`src/rtl/core/dnt_pkg.sv`:
```
// Shared types and constants for the directory name table.
// No dependencies; imported by dnt_table, dnt_seq and directory_name_table_unit.
`default_nettype none

package dnt_pkg;

  // Stream field widths fixed by the request and result formats
  localparam int unsigned KEY_IN_W    = 64;
  localparam int unsigned SECTOR_IN_W = 16;
  localparam int unsigned STATUS_W    = 3;
  localparam int unsigned INDEX_OUT_W = 6;
  localparam int unsigned IN_DATA_W   = 88;
  localparam int unsigned IN_USER_W   = 2;
  localparam int unsigned OUT_DATA_W  = 32;

  // Request codes
  typedef enum logic [1:0] {
    CMD_FIND   = 2'd0,
    CMD_ADD    = 2'd1,
    CMD_REMOVE = 2'd2
  } cmd_e;

  // Result status codes
  typedef enum logic [STATUS_W-1:0] {
    ST_OK        = 3'd0,
    ST_NOT_FOUND = 3'd1,
    ST_DUPLICATE = 3'd2,
    ST_FULL      = 3'd3,
    ST_NEED_REC  = 3'd4
  } status_e;

  // Sequencer states, one-hot
  typedef enum logic [2:0] {
    ST_IDLE = 3'b001,
    ST_SCAN = 3'b010,
    ST_DONE = 3'b100
  } seq_state_e;

  // Table control from the sequencer
  typedef struct packed {
    logic rd_en;
    logic add;
    logic del;
    logic add_dir;
  } tbl_cmd_t;

  // One result beat
  typedef struct packed {
    logic                   entry_is_dir;
    logic [SECTOR_IN_W-1:0] sector_out;
    logic [INDEX_OUT_W-1:0] entry_index;
    logic [STATUS_W-1:0]    status;
    logic                   success;
  } res_t;

endpackage

`default_nettype wire

```
`src/rtl/core/dnt_seq.sv`:
```
// Request sequencer: walks every table entry through one shared key comparator,
// tracks the first match and first free slot, then builds the result and update.
// Depends on dnt_pkg.
`default_nettype none

module dnt_seq #(
  parameter int unsigned ENTRIES     = 64,
  parameter int unsigned KEY_W       = 64,
  parameter int unsigned SECTOR_BITS = 16,
  parameter int unsigned IDX_W       = $clog2(ENTRIES)
) (
  input  wire                                clk_i,
  input  wire                                rst_ni,
  // request side
  input  wire                                start_i,
  output logic                               ready_o,
  input  wire  [1:0]                         cmd_i,
  input  wire  [KEY_W-1:0]                   key_i,
  input  wire  [dnt_pkg::SECTOR_IN_W-1:0]    sector_i,
  input  wire                                dir_i,
  input  wire                                rec_i,
  // table side
  output dnt_pkg::tbl_cmd_t                  tbl_cmd_o,
  output logic [IDX_W-1:0]                   rd_addr_o,
  output logic [IDX_W-1:0]                   wr_addr_o,
  output logic [KEY_W-1:0]                   wr_name_o,
  output logic [SECTOR_BITS-1:0]             wr_sector_o,
  input  wire                                rd_valid_i,
  input  wire                                rd_dir_i,
  input  wire  [KEY_W-1:0]                   rd_name_i,
  input  wire  [SECTOR_BITS-1:0]             rd_sector_i,
  // result side
  output logic                               res_valid_o,
  input  wire                                res_ready_i,
  output dnt_pkg::res_t                      res_o
);
  import dnt_pkg::*;

  localparam int unsigned CNT_W = $clog2(ENTRIES + 1);

  seq_state_e state_q, state_d;

  logic [CNT_W-1:0]       cnt_q;
  logic                   rd_vld_q;
  logic [IDX_W-1:0]       rd_idx_q;
  logic [1:0]             cmd_q;
  logic [KEY_W-1:0]       key_q;
  logic [SECTOR_BITS-1:0] new_sector_q;
  logic                   new_dir_q;
  logic                   rec_q;
  logic                   hit_q;
  logic [IDX_W-1:0]       hit_idx_q;
  logic [SECTOR_BITS-1:0] hit_sector_q;
  logic                   hit_dir_q;
  logic                   free_found_q;
  logic [IDX_W-1:0]       free_idx_q;

  logic issue;
  logic last_rd;
  logic match;
  logic free_slot;
  logic commit;
  logic do_add;
  logic do_del;

  // Scan control and the shared comparator
  assign issue     = (state_q == ST_SCAN) && (cnt_q < CNT_W'(ENTRIES));
  assign last_rd   = rd_vld_q && (rd_idx_q == IDX_W'(ENTRIES - 1));
  assign match     = rd_vld_q && rd_valid_i && (rd_name_i == key_q);
  assign free_slot = rd_vld_q && !rd_valid_i;
  assign commit    = (state_q == ST_DONE) && res_ready_i;

  assign ready_o     = (state_q == ST_IDLE);
  assign res_valid_o = (state_q == ST_DONE);

  // Next state
  always_comb begin
    state_d = state_q;
    unique case (state_q)
      ST_IDLE: begin
        if (start_i) state_d = ST_SCAN;
      end
      ST_SCAN: begin
        if (last_rd) state_d = ST_DONE;
      end
      ST_DONE: begin
        if (res_ready_i) state_d = ST_IDLE;
      end
      default: state_d = ST_IDLE;
    endcase
  end

  // Control registers
  always_ff @(posedge clk_i or negedge rst_ni) begin
    if (!rst_ni) begin
      state_q      <= ST_IDLE;
      cnt_q        <= '0;
      rd_vld_q     <= 1'b0;
      rd_idx_q     <= '0;
      hit_q        <= 1'b0;
      free_found_q <= 1'b0;
    end else begin
      state_q  <= state_d;
      rd_vld_q <= issue;
      if (issue) begin
        rd_idx_q <= cnt_q[IDX_W-1:0];
        cnt_q    <= cnt_q + 1'b1;
      end
      if (start_i && ready_o) begin
        cnt_q        <= '0;
        hit_q        <= 1'b0;
        free_found_q <= 1'b0;
      end else begin
        if (match && !hit_q) hit_q <= 1'b1;
        if (free_slot && !free_found_q) free_found_q <= 1'b1;
      end
    end
  end

  // Request and match payload
  always_ff @(posedge clk_i) begin
    if (start_i && ready_o) begin
      cmd_q        <= cmd_i;
      key_q        <= key_i;
      new_sector_q <= SECTOR_BITS'(sector_i);
      new_dir_q    <= dir_i;
      rec_q        <= rec_i;
    end
    if (match && !hit_q) begin
      hit_idx_q    <= rd_idx_q;
      hit_sector_q <= rd_sector_i;
      hit_dir_q    <= rd_dir_i;
    end
    if (free_slot && !free_found_q) begin
      free_idx_q <= rd_idx_q;
    end
  end

  // Build the result from the scan outcome
  always_comb begin
    res_o  = '0;
    do_add = 1'b0;
    do_del = 1'b0;
    res_o.status = ST_NOT_FOUND;
    unique case (cmd_q)
      CMD_FIND: begin
        if (hit_q) begin
          res_o.success      = 1'b1;
          res_o.status       = ST_OK;
          res_o.entry_index  = INDEX_OUT_W'(hit_idx_q);
          res_o.sector_out   = SECTOR_IN_W'(hit_sector_q);
          res_o.entry_is_dir = hit_dir_q;
        end
      end
      CMD_ADD: begin
        if (hit_q) begin
          res_o.status = ST_DUPLICATE;
        end else if (free_found_q) begin
          do_add             = 1'b1;
          res_o.success      = 1'b1;
          res_o.status       = ST_OK;
          res_o.entry_index  = INDEX_OUT_W'(free_idx_q);
          res_o.entry_is_dir = new_dir_q;
        end else begin
          res_o.status = ST_FULL;
        end
      end
      CMD_REMOVE: begin
        if (hit_q && hit_dir_q && !rec_q) begin
          res_o.status = ST_NEED_REC;
        end else if (hit_q) begin
          do_del             = 1'b1;
          res_o.success      = 1'b1;
          res_o.status       = ST_OK;
          res_o.entry_index  = INDEX_OUT_W'(hit_idx_q);
          res_o.sector_out   = SECTOR_IN_W'(hit_sector_q);
          res_o.entry_is_dir = hit_dir_q;
        end
      end
      default: begin
        res_o.status = ST_NOT_FOUND;
      end
    endcase
  end

  // Table access
  assign tbl_cmd_o.rd_en   = issue;
  assign tbl_cmd_o.add     = commit && do_add;
  assign tbl_cmd_o.del     = commit && do_del;
  assign tbl_cmd_o.add_dir = new_dir_q;
  assign rd_addr_o         = cnt_q[IDX_W-1:0];
  assign wr_addr_o         = do_add ? free_idx_q : hit_idx_q;
  assign wr_name_o         = key_q;
  assign wr_sector_o       = new_sector_q;

  // Checks
  a_add_needs_free: assert property (@(posedge clk_i) disable iff (!rst_ni)
    tbl_cmd_o.add |-> (!hit_q && free_found_q))
    else $error("add issued without a free slot or on a duplicate");

  a_del_needs_hit: assert property (@(posedge clk_i) disable iff (!rst_ni)
    tbl_cmd_o.del |-> hit_q)
    else $error("remove issued without a matching entry");

  a_one_update: assert property (@(posedge clk_i) disable iff (!rst_ni)
    !(tbl_cmd_o.add && tbl_cmd_o.del))
    else $error("add and remove in the same cycle");

  a_read_in_scan: assert property (@(posedge clk_i) disable iff (!rst_ni)
    rd_vld_q |-> (state_q == ST_SCAN))
    else $error("read data returned outside the scan");

  a_scan_done: assert property (@(posedge clk_i) disable iff (!rst_ni)
    (state_q == ST_SCAN && last_rd) |=> (state_q == ST_DONE))
    else $error("scan did not finish after the last entry");

endmodule

`default_nettype wire

```
`config.mk`:
```
export PLATFORM = sky130hd
export DESIGN_NAME = dnt_seq
export DESIGN_NICKNAME = d
export VERILOG_FILES = /design/src/rtl/core/dnt_pkg.sv /design/src/rtl/core/dnt_seq.sv
export SDC_FILE = /design/constraint.sdc
export NUM_CORES = 1
export LEC_CHECK = 0
export CORE_ASPECT_RATIO = 1.2
export CORE_MARGIN = 1.5
export CORE_UTILIZATION = 30
export DETAILED_ROUTE_END_ITERATION = 7
export DONT_BUFFER_PORTS = 1
export GPL_TIMING_DRIVEN = 0
export PLACE_DENSITY = 0.53
export SKIP_CTS_REPAIR_TIMING = 1
export SLEW_MARGIN = 20
export SYNTH_ARGS = -nofsm -noshare
export SYNTH_HDL_FRONTEND = slang
export SYNTH_SLANG_ARGS = --single-unit
export TNS_END_PERCENT = 10
```
`constraint.sdc`:
```
create_clock -name clk_i -period 2.8 [get_ports clk_i]
set_clock_uncertainty 0.05 [all_clocks]
set_input_delay 0.42 -clock clk_i [delete_from_list [all_inputs] [get_ports clk_i]]
set_output_delay 0.42 -clock clk_i [all_outputs]
set_load 0.05 [all_outputs]
```
# Word-level counts from Yosys, hierarchy flattened
# Index checks and enable logic that the tools add are counted.
# word_totals
n_memories,0
rom_bits,0
wordCells,81
latchBits,0
ramBits,0
reg_bits,132
# op_classes
muxes,32
n_reduce_logical,22
n_div,0
n_addsub,1
n_mul,0
n_shift,0
n_lt_le_gt_ge,1
n_eq_ne,10
bitwise,0
# ops
operator,count
64-bit equality test,1
16-bit case mux with 2 select lines,1
27-bit 2-to-1 mux,1
23-bit 2-to-1 mux,1
6-bit 2-to-1 mux,3
3-bit case mux with 3 select lines,2
6-bit case mux with 3 select lines,1
7-bit 2-to-1 mux,2
1-bit logical AND,13
1-bit 2-to-1 mux,13
3-bit 2-to-1 mux,4
7-bit by 1-bit adder with 7-bit output (second input constant),1
7-bit less-than comparator (second input constant),1
6-bit equality test (second input constant),1
1-bit case mux with 3 select lines,2
2-bit nonzero test,3
1-bit zero test,4
2-bit 2-to-1 mux,2
2-bit inequality test (second input constant),2
3-bit by 1-bit equality test with 1-bit output (second input constant),1
3-bit by 2-bit equality test with 1-bit output (second input constant),1
3-bit equality test (second input constant),1
3-bit AND reduction,1
2-bit by 1-bit equality test with 1-bit output (second input constant),1
3 further kinds,3

# Depth between registers and ports, before layout
# logic_depth
depth_word,5
mapped_depth,6
ltp_nobuf,5

# Worst setup path after synthesis
# OpenSTA, ideal clock, no wires.
# synth_path
path_kind,reg2reg
startpoint,reg state_q[0]
endpoint,reg cmd_q[0] (enable)
synth_period_minus_slack_ns,3.574
t_required_ns,2.343
n_path_buf,1
slack_ns,-0.774
stages_incl_launch_ff,4
t_arrival_ns,3.117
cell_sequence,dfstp_2 > nor3b_1 > and2_1 > buf_2
# synth_between
elab_chain_cells,2
# synth_lines
item,line,source
start: declaration,dnt_seq.sv:41,"seq_state_e state_q, state_d;"
start signal: assignment,dnt_seq.sv:103,state_q <= state_d;
3-bit by 1-bit equality test with 1-bit output,dnt_seq.sv:73,assign ready_o = (state_q == ST_IDLE);
named net ready_o,dnt_seq.sv:16,"output logic ready_o,"
1-bit logical AND,dnt_seq.sv:122,if (start_i && ready_o) begin
end signal: assignment,dnt_seq.sv:123,cmd_q <= cmd_i;
end: declaration,dnt_seq.sv:46,logic [1:0] cmd_q;
# The timed path passes the listed nets, and every way through them passes these cells.
# A chain may end at the register's enable or synchronous reset.

# Worst setup path in the final report
# layout_path
startpoint,reg hit_q
endpoint,out wr_addr_o[4]
# layout_between
elab_chain_cells,3
# layout_lines
item,line,source
start: declaration,dnt_seq.sv:51,logic hit_q;
start signal: assignment,dnt_seq.sv:100,hit_q <= 1'b0;
start signal: assignment,dnt_seq.sv:111,hit_q <= 1'b0;
start signal: assignment,dnt_seq.sv:114,if (match && !hit_q) hit_q <= 1'b1;
1-bit 2-to-1 mux,dnt_seq.sv:156,if (hit_q) begin
1-bit 2-to-1 mux,dnt_seq.sv:145,unique case (cmd_q)
6-bit 2-to-1 mux,dnt_seq.sv:192,assign wr_addr_o = do_add ? free_idx_q : hit_idx_q;
end: declaration,dnt_seq.sv:25,"output logic [IDX_W-1:0] wr_addr_o,"
# No other way between the ends.

==> run summary <==
The logs give 5830 µm² for the instance area after placement and 3,155 for the via count of the first global-routing pass. For the final routed database, the setup TNS stands at 0 ns. The fraction of registers with async set or reset after synthesis came out at 14.4%. Static timing analysis puts the maximum clock frequency at 378 MHz. CTS saw 132 sinks. For this run, design rule violations remaining after detail routing come to 0. The sequential fraction of design power was 48.9%; the worst path buffer plus inverter count was 2. The first global-routing pass estimated 19,000 µm of wire.

The number of hold violations in the final report was 0; the initial detailed-routing violation count was 113. The total area inside the core boundary comes to 18,000 µm². The count of flip-flops with a built-in enable after synthesis was 113; the net load switching power was 0.944 mW.

Synthesis produced a netlist with a net count of 528. The run finished with clean final reports. The clock network accounts for 49.6% of the total power. Average vias per placed instance: 4.99. After global routing the overflow that remains totals 0. The critical path goes through nor2b_1 > and3b_1 > buf_2 > buf_4 > mux2_1.

Number of max-cap violations: 0. Internal power comes to 3.42 mW. CTS placed an instance of sky130_fd_sc_hd__clkbuf_16 at the clock tree root. The startpoint identified for the worst hold timing path is key_i[37].

The most used flip-flop cell after synthesis was sky130_fd_sc_hd__edfxtp_1. The tools report the total global-route track usage as 13.9%. In this run the tool buffered the top-level ports with 0 buffer cells. The worst pin sits at a relative slew slack of 33.4%. In the final layout, the share of cells above drive strength 1 is 21.5%. After floorplanning, the core was divided into 54 placement rows. Class of the tightest hold or removal check: input port to flop. For this configuration, the core starts out at a cell density of 30.5%.

Averaged over all synthesized cells, the footprint is 15.4 µm². Counting flops and latches in the post-synthesis netlist gives 132. The worst setup path is captured at an output pin.

Per report_power, the combinational group accounts for 1.5% of the total. For the number of slew-limit violations in the final report, the log shows 0. The data required time of the critical path was 2.33 ns.

The clock transition time at the flip-flop clock pins of the worst setup and hold paths was 0.06 ns. Tracing the worst setup path back leads to its startpoint at hit_q. Portion of the clock cycle consumed by the worst path in the final layout: 94.5%. Setup violations remaining at the end of the flow were counted as 0. The die covers 19,200 µm². In this run the static leakage power is 2.14 nW.

Routability-driven placement congestion ratio: 0.771. The number of nets with antenna violations after detailed routing came out at 0. Combined area of all synthesized cells: 5500 µm². IR analysis of the VDD net gives a maximum drop of 0.000337 V.

The tools report the number of search-and-repair iterations in the first detailed-routing pass as 4. By area the synthesized netlist is led by sky130_fd_sc_hd__edfxtp_1 (62%), sky130_fd_sc_hd__xnor2_1 (8.9%), sky130_fd_sc_hd__dfrtp_1 (8.2%). The setup path with the least slack is of type flop to output pin. The post-detailed-routing wire length is 13,900 µm. The H-tree depth was 4.

In this run the deepest clock path goes through 2 buffers. Net switching is 21.6% of the power. The routed wirelength normalized by instance count is 22.5 µm, and the final standard cell area without fillers is 6470 µm².

The register area share after synthesis is 70.4%, and the slew at the pin with the worst max-slew slack is 0.996 ns. Detailed placement finished with a half-perimeter wire length of 10,700 µm. The run gives 0.42 ns as the clock latency on the worst-skew pair. During synthesis, Yosys emitted a total of 0 warnings. The cell with the largest stage delay on the worst path is sky130_fd_sc_hd__mux2_1. The total power per unit cell area was 674 nW/µm²; the worst hold slack across all endpoints was 0.0419 ns. For the number of cells produced by synthesis, the log shows 357. Compared with the post-synthesis result, the final layout area differs by 17.7%. In this run the vertical extent of the chip is 151 µm. The largest single stage delay on the critical path is 0.54 ns. TritonCTS built the clock tree.

For the worst setup path, the data arrival time is 2.18 ns. Pin placement for this block handled 295 I/O pins. Summing over every cut layer, the via total after detailed routing is 3,093.

For this run, the post-layout net count is 553. In this run the worst path has a maximum fanout of 10. The run gives 17 as the total clock buffers created by CTS. The library cell with the largest summed area after synthesis was sky130_fd_sc_hd__edfxtp_1.

The overall die width came out at 127 µm. The kind of cell with the highest combined delay along the critical path is multiplexers. The top cell type by area accounts for 61.7% of the synthesized area.

The logs give 3 for the initial antenna violation count and 94 for the pin count of the biggest net entering global routing. The count of cell types in the netlist came out at 46. In this run the critical register-to-register path is launched from wr_name_o[41]. The minimum clock period came out at 2.65 ns.

The launching element type of the critical path was a flop.
[placed cells by master (no fill, tap or decap), drive strengths merged, types with 2 or more instances in the layout]
cell	instances
a21o	2
a21oi	5
a221oi	2
a22o	7
and2	17
and3	2
buf	18
clkbuf	19
clkinvlp	4
dfrtp	18
edfxtp	113
inv	19
mux2	12
nand2	6
nand2b	5
nand3	5
nand4	22
nor2	14
nor2b	6
nor3	5
nor3b	4
nor4	4
o21ai	4
o22ai	4
o2bb2ai	2
xnor2	56
xor2	3
[power by group through the flow]
stage                     Clock, mW  Sequential [mW]  Combinational [mW]
after global routing           2.29             2.13              0.0740
after global placement            0             2.17              0.0595
after CTS                      2.22             2.13              0.0606
after floorplan                   0             2.17              0.0506
after detailed placement          0             2.17              0.0602
final                          2.16             2.13              0.0667
[cells in the mapped netlist (2+ instances only)]
cell                          n
sky130_fd_sc_hd__a21o_1       2
sky130_fd_sc_hd__o22ai_1      4
sky130_fd_sc_hd__and3_1       2
sky130_fd_sc_hd__nor4_1       4
sky130_fd_sc_hd__xnor2_1     56
sky130_fd_sc_hd__inv_1       11
sky130_fd_sc_hd__nand4_1     22
sky130_fd_sc_hd__edfxtp_1   113
sky130_fd_sc_hd__a22o_1       7
sky130_fd_sc_hd__xor2_1       3
sky130_fd_sc_hd__nand2_1      6
sky130_fd_sc_hd__nor3_1       3
sky130_fd_sc_hd__nor2b_1      5
sky130_fd_sc_hd__dfrtp_1     18
sky130_fd_sc_hd__a21oi_1      5
sky130_fd_sc_hd__buf_2        4
sky130_fd_sc_hd__a221oi_1     2
sky130_fd_sc_hd__nand3_1      5
sky130_fd_sc_hd__nand2b_1     4
sky130_fd_sc_hd__nor2_1      14
sky130_fd_sc_hd__o21ai_0      4
sky130_fd_sc_hd__mux2_2      11
sky130_fd_sc_hd__buf_4        9
sky130_fd_sc_hd__and2_1      17
sky130_fd_sc_hd__o2bb2ai_1    2
sky130_fd_sc_hd__nor3b_1      4
[metrics by stage]
| stage | worst slack, ns | std cells | utilization [%] | total power, mW |
|---|---|---|---|---|
| floorplan | -0.227 | 357 | - | 2.22 |
| global placement | -1.11 | 581 | 32.1 | 2.23 |
| CTS | -0.405 | 616 | 35.5 | 4.42 |
| global route | -0.00606 | 619 | 35.9 | 4.50 |
| finish | 0.153 | 620 | 35.9 | 4.36 |
| detailed placement | -0.408 | 584 | 32.3 | 2.23 |
[cell families after synthesis]
family,Yosys count,synth area share [%]
AOI/OAI and AO/OA,32,4.55
xor gates and xnor gates,59,9.39
adders and majority gates,1,0.227
buffers and inverters,25,2.41
DFF,132,70.4
muxes,13,2.64
and+or+nand+nor,95,10.4
[worst register-to-register path, stage by stage, from the launching register on]
cell	delay [ns]
sky130_fd_sc_hd__edfxtp_1	0.63
sky130_fd_sc_hd__xnor2_1	0.26
sky130_fd_sc_hd__nand4_1	0.17
sky130_fd_sc_hd__nor4_2	0.44
sky130_fd_sc_hd__nand3_1	0.31
sky130_fd_sc_hd__nor3_4	0.29
sky130_fd_sc_hd__buf_8	0.21
[worst paths after layout]
kind,endpoint,slack (ns),cells after the start
setup / recovery,wr_addr_o[4],0.15,5
hold / removal,wr_name_o[37],0.04,0
setup reg to reg,hit_sector_q[15],0.15,6
hold reg to reg,hit_idx_q[5],0.46,0
max in group asynchronous,hit_q,1.62,1
min in group asynchronous,cnt_q[1],0.53,1
[routing by layer]
layer	vias up	GRT usage (%)	share of wire, %
met5	-	0	0.25
met1	1493	12.7	33
met3	18	8.72	12
met2	204	25.0	53
met4	6	5.00	1.5
li1	1372	-	-
[cell type report]
cell class / instances / area, µm²
antenna: 1 / 2.50
buffer: 14 / 97.6
clock buffer: 18 / 429
clock inverter: 14 / 143
fill: 1733 / 11600
inverter: 11 / 41.3
multi-input combinational: 200 / 1560
sequential: 132 / 3870
tap: 224 / 280
timing repair buffer: 6 / 51.3
[sequential cells by signal (all words and copies together), names as in the netlist]
name	flops
hit_idx_q	6
wr_name_o	64
cnt_q	7
free_found_q	1
new_dir_q	1
hit_q	1
wr_sector_o	16
rd_vld_q	1
rec_q	1
hit_sector_q	16
cmd_q	2
state_q	3
hit_dir_q	1
free_idx_q	6
rd_idx_q	6
(Power assumes the default switching activity.)
